**src/rtl/g711_companding_codec_defines.svh**
```systemverilog
// ----------------------------------------------------------------------------
// G.711 codec assertion macros
// Shared property wrappers for the codec RTL; clocked on clk, off in reset.
// ----------------------------------------------------------------------------
`ifndef G711_COMPANDING_CODEC_DEFINES_SVH
`define G711_COMPANDING_CODEC_DEFINES_SVH

// Consequent must hold in the same cycle as the antecedent.
`define G711_ASSERT_SAME(lbl, ante, cons, msg) \
    lbl: assert property (@(posedge clk) disable iff (!rst_n) (ante) |-> (cons)) \
        else $error(msg);

// Consequent must hold in the cycle after the antecedent.
`define G711_ASSERT_NEXT(lbl, ante, cons, msg) \
    lbl: assert property (@(posedge clk) disable iff (!rst_n) (ante) |=> (cons)) \
        else $error(msg);

`endif

```
**src/rtl/g711_pkg.sv**
```systemverilog
// ----------------------------------------------------------------------------
// G.711 codec package
// Payload types, law and operation codes and companding constants.
// ----------------------------------------------------------------------------
`default_nettype none

package g711_pkg;

    localparam logic LAW_MU    = 1'b0;
    localparam logic LAW_A     = 1'b1;

    localparam logic OP_ENCODE = 1'b0;
    localparam logic OP_DECODE = 1'b1;

    localparam logic REG_LAW_SELECT = 1'b0;

    localparam logic [15:0] MU_BIAS = 16'd132;
    localparam logic [15:0] A_BIAS  = 16'd8;
    localparam logic [15:0] MAG_MAX = 16'd32767;
    localparam logic [6:0]  A_XOR   = 7'h55;

    typedef struct packed {
        logic               op;
        logic signed [15:0] pcm_in;
        logic        [7:0]  code_in;
    } in_t;

    typedef struct packed {
        logic        [7:0]  code_out;
        logic signed [15:0] pcm_out;
    } out_t;

endpackage

`default_nettype wire

```
**src/rtl/g711_enc.sv**
```systemverilog
// ----------------------------------------------------------------------------
// G.711 encoder
// Linear sample to companded byte: bias, saturate, segment search, pack.
// ----------------------------------------------------------------------------
`default_nettype none

module g711_enc
    import g711_pkg::*;
(
    input  wire logic               law,
    input  wire logic signed [15:0] pcm_in,
    output logic             [7:0]  code_out
);

    logic        neg;
    logic [14:0] mag;
    logic [15:0] sum;
    logic [14:0] mag_sat;
    logic [2:0]  seg;
    logic [3:0]  shift;
    logic [14:0] shifted;
    logic [3:0]  mant;

    always_comb
    begin
        neg = pcm_in[15];
        // most negative sample clips to -32767
        if (pcm_in == 16'sh8000)
        begin
            mag = 15'h7FFF;
        end
        else if (neg)
        begin
            mag = 15'(-pcm_in);
        end
        else
        begin
            mag = pcm_in[14:0];
        end

        sum = {1'b0, mag} + ((law == LAW_A) ? A_BIAS : MU_BIAS);
        mag_sat = (sum > MAG_MAX) ? 15'h7FFF : sum[14:0];

        seg = 3'd0;
        if (law == LAW_A)
        begin
            for (int i = 0; i < 7; i++)
            begin
                if (mag_sat[8 + i])
                begin
                    seg = 3'(i + 1);
                end
            end
            shift = (seg == 3'd0) ? 4'd4 : ({1'b0, seg} + 4'd3);
        end
        else
        begin
            for (int i = 0; i < 8; i++)
            begin
                if (mag_sat[7 + i])
                begin
                    seg = 3'(i);
                end
            end
            shift = {1'b0, seg} + 4'd3;
        end

        shifted = mag_sat >> shift;
        mant = shifted[3:0];

        if (law == LAW_A)
        begin
            code_out = {~neg, {seg, mant} ^ A_XOR};
        end
        else
        begin
            code_out = {~neg, ~seg, ~mant};
        end
    end

endmodule

`default_nettype wire

```
**src/rtl/g711_dec.sv**
```systemverilog
// ----------------------------------------------------------------------------
// G.711 decoder
// Companded byte to signed Q15 sample: unpack, expand, remove bias, sign.
// ----------------------------------------------------------------------------
`default_nettype none

module g711_dec
    import g711_pkg::*;
(
    input  wire logic              law,
    input  wire logic        [7:0] code_in,
    output logic signed     [15:0] pcm_out
);

    logic [6:0]  body;
    logic [2:0]  seg;
    logic [3:0]  mant;
    logic [3:0]  shift;
    logic [15:0] base;
    logic [15:0] expanded;
    logic [15:0] mag;

    always_comb
    begin
        body = (law == LAW_A) ? (code_in[6:0] ^ A_XOR) : ~code_in[6:0];
        seg  = body[6:4];
        mant = body[3:0];

        if ((law == LAW_A) && (seg == 3'd0))
        begin
            base  = {12'd0, mant};
            shift = 4'd4;
        end
        else
        begin
            // implicit leading one above the mantissa
            base  = {11'd0, 1'b1, mant};
            shift = {1'b0, seg} + 4'd3;
        end
        expanded = base << shift;

        if (law == LAW_A)
        begin
            mag = expanded;
        end
        else
        begin
            // remove mu-law bias, floor at zero
            mag = (expanded > MU_BIAS) ? (expanded - MU_BIAS) : 16'd0;
        end

        pcm_out = code_in[7] ? $signed(mag) : $signed(16'd0 - mag);
    end

endmodule

`default_nettype wire

```
**src/rtl/g711_companding_codec.sv**
```systemverilog
// An input item is registered in the stage register, then its result in the output register;
// a stall can hold it in either register before the result transfers out.
// Throughput: 1 item per cycle when not stalled; one encoder, one decoder share the single stage.
// A stalled output holds its result while an empty input register can still take one transfer.
// Reset clears both valid flags and sets law_select to mu-law; payloads are not reset.
// ----------------------------------------------------------------------------
// G.711 companding codec
// Mu-law / A-law encode or decode per item, law chosen by an APB register.
// ----------------------------------------------------------------------------
`default_nettype none

`include "g711_companding_codec_defines.svh"

module g711_companding_codec
    import g711_pkg::*;
(
    input  wire logic        clk,
    input  wire logic        rst_n,

    input  wire logic        in_valid,
    output logic             in_stall,
    input  wire in_t         in_data,

    output logic             out_valid,
    input  wire logic        out_stall,
    output out_t             out_data,

    input  wire logic        psel,
    input  wire logic        penable,
    input  wire logic        pwrite,
    input  wire logic [2:0]  paddr,
    input  wire logic [31:0] pwdata,
    output logic      [31:0] prdata,
    output logic             pready
);

    logic law_select_reg;
    logic law_select_next;
    logic cfg_write;

    logic s1_valid_reg;
    logic s1_valid_next;
    in_t  s1_data_reg;
    logic s1_load;

    logic out_valid_reg;
    logic out_valid_next;
    out_t out_data_reg;
    out_t out_data_next;
    logic s2_load;

    logic        [7:0]  enc_code;
    logic signed [15:0] dec_pcm;

    // configuration register
    assign pready    = 1'b1;
    assign cfg_write = psel && penable && pwrite && pready && (paddr[2] == REG_LAW_SELECT);

    always_comb
    begin
        law_select_next = cfg_write ? pwdata[0] : law_select_reg;
        prdata = (paddr[2] == REG_LAW_SELECT) ? {31'd0, law_select_reg} : 32'd0;
    end

    always_ff @(posedge clk or negedge rst_n)
    begin
        if (!rst_n)
        begin
            law_select_reg <= LAW_MU;
        end
        else
        begin
            law_select_reg <= law_select_next;
        end
    end

    // flow control: advance when the next stage is empty or draining
    assign s2_load  = s1_valid_reg && (!out_valid_reg || !out_stall);
    assign in_stall = s1_valid_reg && !s2_load;
    assign s1_load  = in_valid && !in_stall;

    always_comb
    begin
        s1_valid_next  = s1_load || (s1_valid_reg && !s2_load);
        out_valid_next = s2_load || (out_valid_reg && out_stall);
    end

    always_ff @(posedge clk or negedge rst_n)
    begin
        if (!rst_n)
        begin
            s1_valid_reg  <= 1'b0;
            out_valid_reg <= 1'b0;
        end
        else
        begin
            s1_valid_reg  <= s1_valid_next;
            out_valid_reg <= out_valid_next;
        end
    end

    always_ff @(posedge clk)
    begin
        if (s1_load)
        begin
            s1_data_reg <= in_data;
        end
        if (s2_load)
        begin
            out_data_reg <= out_data_next;
        end
    end

    g711_enc u_enc (
        .law      (law_select_reg),
        .pcm_in   (s1_data_reg.pcm_in),
        .code_out (enc_code)
    );

    g711_dec u_dec (
        .law     (law_select_reg),
        .code_in (s1_data_reg.code_in),
        .pcm_out (dec_pcm)
    );

    // zero the field that the operation does not produce
    always_comb
    begin
        if (s1_data_reg.op == OP_DECODE)
        begin
            out_data_next.code_out = 8'd0;
            out_data_next.pcm_out  = dec_pcm;
        end
        else
        begin
            out_data_next.code_out = enc_code;
            out_data_next.pcm_out  = 16'sd0;
        end
    end

    assign out_valid = out_valid_reg;
    assign out_data  = out_data_reg;

    `G711_ASSERT_NEXT(a_stage_to_out, s2_load, out_valid_reg, "stage transfer did not reach output")
    `G711_ASSERT_SAME(a_stall_has_item, in_stall, s1_valid_reg, "input stalled with empty stage")
    `G711_ASSERT_SAME(a_one_field_used, out_valid_reg,
        (out_data_reg.code_out == 8'd0) || (out_data_reg.pcm_out == 16'sd0),
        "both result fields nonzero")
    `G711_ASSERT_NEXT(a_stage_drains, s1_valid_reg && s2_load && !in_valid, !s1_valid_reg,
        "stage kept an item it passed on")

endmodule

`default_nettype wire
```
**config.mk**
```make
export PLATFORM = sky130hd
export DESIGN_NAME = g711_companding_codec
export DESIGN_NICKNAME = d
export VERILOG_FILES = /design/src/rtl/g711_pkg.sv /design/src/rtl/g711_enc.sv /design/src/rtl/g711_dec.sv /design/src/rtl/g711_companding_codec.sv
export VERILOG_INCLUDE_DIRS = /design/src /design/src/rtl
export SDC_FILE = /design/constraint.sdc
export NUM_CORES = 1
export LEC_CHECK = 0
export BUFFER_PORTS_ARGS = -buffer_cell sky130_fd_sc_hd__buf_2
export CAP_MARGIN = 30
export CORE_UTILIZATION = 55
export CTS_CLUSTER_DIAMETER = 200
export DETAILED_ROUTE_END_ITERATION = 6
export PLACE_DENSITY = 0.91
export SLEW_MARGIN = 20
export SYNTH_ARGS = -nofsm -noshare
export SYNTH_HDL_FRONTEND = slang
export SYNTH_SLANG_ARGS = --single-unit
```
**constraint.sdc**
```tcl
create_clock -name clk -period 7.17 [get_ports clk]
set_input_delay 1.0755 -clock clk [delete_from_list [all_inputs] [get_ports clk]]
set_output_delay 1.0755 -clock clk [all_outputs]
set_load 0.1 [all_outputs]
```
==> load_flow_metrics.sql <==
INSERT INTO impl_metrics (metric_group, metric, value, unit) VALUES
('synth', 'yosys.area.top_type', 'sky130_fd_sc_hd__edfxtp_1', ''),
('cts', 'cts_buffers', '5', ''),
('worst_hold_path', 'timing.hold.worst.class', 'reg -> reg', ''),
('floorplan', 'chipWidth', '100', 'um'),
('synth', 'synthesis.area_per_instance', '8.46', 'um^2'),
('timing', 'report.final.setup_viol', '0', ''),
('detailed_routing', 'drt_initial_violations', '280', ''),
('worst_setup_path', 'worstPathMaxFanout', '13', ''),
('timing', 'report.final.hold_viol_count', '0', ''),
('grt', 'grt_util_all_layers', '0.239', ''),
('placed_design', 'gp_congestion', '0.940', ''),
('synth', 'synth-main-ff-cell', 'sky130_fd_sc_hd__edfxtp_1', ''),
('placed_design', 'portBuffers', '60', ''),
('floorplan', 'fp.dieArea', '10000', 'um^2'),
('synth', 'fraction_of_post_synthesis_cell_area_in_the_top_cell_type_by_area', '0.279', ''),
('synth', 'async_set_or_reset_flop_fraction_in_the_synthesized_netlist', '0.0577', ''),
('timing', 'slew_violations', '0', ''),
('floorplan', 'ioPinCount', '126', ''),
('synth', 'yosysSeqAreaShare', '0.293', ''),
('synth', 'main_combinational_cell_family_by_area_after_synthesis', 'compound AO/OA/AOI/OAI gates', ''),
('run_status', 'run_status', 'finished clean', ''),
('synth', 'synth.cells.most_frequent', 'sky130_fd_sc_hd__nand2_1 (63), sky130_fd_sc_hd__edfxtp_1 (49), sky130_fd_sc_hd__nor2_1 (42), sky130_fd_sc_hd__a21oi_1 (40), sky130_fd_sc_hd__buf_4 (33)', ''),
('finish', 'syn2layout_area_growth', '6.82', '%'),
('cts', 'clock_tree.htree_level_count', '2', ''),
('finish', 'post_route_design_area', '5640', 'um^2'),
('grt', 'first_pass_grt_wire_length', '19.5', 'mm'),
('detailed_routing', 'avgRoutedWirePerCell', '14.8', 'um'),
('timing', 'max_frequency', '156', 'MHz'),
('synth', 'post_synth_num_cell_types', '93', ''),
('timing', 'rsz0062_at_grt', 'false', ''),
('synth', 'yosys_warnings', '0', ''),
('placed_design', 'dpl.cell_count', '786', ''),
('cts', 'cts.hold.buffers_added', '0', ''),
('detailed_routing', 'wl', '11.7', 'mm'),
('cts', 'post_cts_resize_count', '0', ''),
('synth', 'post_synth_instance_area', '5280', 'um^2'),
('floorplan', 'die_height', '100', 'um'),
('floorplan', 'floorplan.initialDensity', '0.569', ''),
('floorplan', 'floorplan.core_area', '9280', 'um^2'),
('cts', 'cts_setup_buffers', '0', ''),
('synth', 'postSynthRegisterBits', '52', ''),
('finish', 'count_of_filler_cells_inserted_in_the_layout', '813', ''),
('synth', 'synth_fa_ha_area_frac', '0.0322', ''),
('power_and_ir_drop', 'leakage', '2.25', 'nW'),
('synth', 'synthCells', '624', ''),
('cts', 'clkSlewWorstSetupHoldPaths', '0.11', 'ns'),
('finish', 'drive_above_1_share', '0.164', ''),
('timing', 'min_period_over_period', '0.897', ''),
('detailed_routing', 'avgViaCountPerCell', '6.03', ''),
('timing', 'slew_headroom', '0.347', ''),
('placed_design', 'dp.final_hpwl', '8.94', 'mm'),
('finish', 'antenna-diode-count', '0', ''),
('detailed_routing', 'total_drc_errors_in_the_routed_layout', '0', ''),
('placed_design', 'placedInstanceArea', '5550', 'um^2'),
('cts', 'cts_buffer_depth', '2', ''),
('timing', 'finalClockSkew', '0.0141', 'ns'),
('worst_setup_path', 'cp_data_arrival_time', '6.54', 'ns'),
('timing', 'setup_tns', '0', 'ns'),
('finish', 'final_cells', '794', ''),
('detailed_routing', 'vias', '4785', ''),
('floorplan', 'placement_rows', '35', ''),
('synth', 'synth_enable_flop_cells', '49', ''),
('synth', 'ys_top_cells_by_area', 'sky130_fd_sc_hd__edfxtp_1 (28%), sky130_fd_sc_hd__buf_4 (4.7%), sky130_fd_sc_hd__nand2_1 (4.5%), sky130_fd_sc_hd__xnor2_1 (4.5%), sky130_fd_sc_hd__a21oi_1 (3.8%)', ''),
('timing', 'fin_crit', '6.43', 'ns'),
('finish', 'design.final.nets', '744', ''),
('worst_setup_path', 'critical_path_rt', '7.28', 'ns'),
('synth', 'yosys.area_share.simple', '0.237', ''),
('grt', 'antenna_found_initial', '0', ''),
('detailed_routing', 'first_pass_iters', '6', ''),
('grt', 'grt_remaining_overflow', '0', ''),
('grt', 'grt_start_max_net_pins', '41', '');
## area by class of cell
cell class / count / area (um^2) / area share
Multi-Input combinational cell: 514 / 3390 / 0.601
Sequential cell: 52 / 1550 / 0.274
Timing Repair Buffer: 68 / 368 / 0.0652
Tap cell: 129 / 161 / 0.0286
Inverter: 23 / 86.3 / 0.0153
Clock buffer: 5 / 68.8 / 0.0122
Clock inverter: 3 / 21.3 / 0.00377
## logic make-up (layout without fill, tap and decap cells)
group                      Yosys count  in the layout
and+or+nand+nor                    228            228
adders and majority gates           13             13
xor gates and xnor gates            35             35
other                                2             32
AOI/OAI and AO/OA                  186            186
buffers and inverters               88             99
DFF                                 52             52
muxes                               20             20
## power by group
part	total [W]	internal, W	switching [W]	leakage, nW
combinational	0.000946	0.000287	0.000659	1.69
sequential	0.000405	0.000380	0.0000250	0.512
clock	0.000176	0.0000697	0.000107	0.0445
## metrics by stage
stage | setup WS [ns] | util | power, W
after global routing | 0.133 | 0.608 | 0.00163
after detailed placement | 0.818 | 0.598 | 0.00134
after global placement | 0.930 | 0.596 | 0.00131
final | 0.740 | 0.608 | 0.00153
after CTS | 0.765 | 0.608 | 0.00152
after floorplan | 1.29 | - | 0.00121
## per-layer routing
layer / wire length (um) / GRT usage
met1: 5330 / 0.324
met4: 202 / 0.0725
met2: 5370 / 0.398
met5: 0 / 0
met3: 842 / 0.0320
## worst max-delay path: stages (launching register included)
cell,delay (ns)
sky130_fd_sc_hd__edfxtp_1,0.46
sky130_fd_sc_hd__inv_1,0.12
sky130_fd_sc_hd__ha_1,0.21
sky130_fd_sc_hd__or4b_4,0.52
sky130_fd_sc_hd__or3_1,0.42
sky130_fd_sc_hd__nand2_1,0.09
sky130_fd_sc_hd__ha_1,0.15
sky130_fd_sc_hd__inv_1,0.05
sky130_fd_sc_hd__fa_1,0.45
sky130_fd_sc_hd__nor2b_1,0.17
sky130_fd_sc_hd__or2_0,0.29
sky130_fd_sc_hd__nand4_1,0.14
sky130_fd_sc_hd__a211oi_1,0.29
sky130_fd_sc_hd__mux2_2,0.46
sky130_fd_sc_hd__nand2b_1,0.20
sky130_fd_sc_hd__a21oi_1,0.23
sky130_fd_sc_hd__ha_1,0.21
sky130_fd_sc_hd__inv_1,0.05
sky130_fd_sc_hd__ha_1,0.28
sky130_fd_sc_hd__nor2_1,0.12
sky130_fd_sc_hd__a21o_1,0.37
sky130_fd_sc_hd__nor2_1,0.09
sky130_fd_sc_hd__a21oi_1,0.13
sky130_fd_sc_hd__mux2i_1,0.09
sky130_fd_sc_hd__nor2_1,0.17
sky130_fd_sc_hd__o21ai_1,0.09
sky130_fd_sc_hd__a2111oi_1,0.40
## final timing paths
| path | endpoint | slack [ns] | cells past startpoint | startpoint |
|---|---|---|---|---|
| max | out_data[18] | 0.74 | 26 | s1_data_reg[8] |
| min | out_valid | 0.51 | 1 | s1_valid_reg |
| max reg2reg | out_data[18] | 0.74 | 26 | s1_data_reg[8] |
| min reg2reg | out_valid | 0.51 | 1 | s1_valid_reg |
| max in group asynchronous | s1_valid_reg | 6.51 | 1 | rst_n |
| min in group asynchronous | law_select_reg | 0.55 | 1 | rst_n |
## cell usage in the layout, fill, tap and decap left out, drive strengths merged, types with 7 or more instances in the layout
cell type / count
nand2: 63
buf: 68
xor2: 8
nand3: 15
nor2: 42
a21oi: 41
nand2b: 12
edfxtp: 49
conb: 32
nor2b: 10
nor4: 7
a211oi: 9
inv: 24
ha: 12
a21boi: 7
o22ai: 7
mux2i: 15
a31oi: 9
o21ai: 39
nor3: 15
xnor2: 27
and2: 17
No activity file was read; power rests on OpenSTA's default activity.
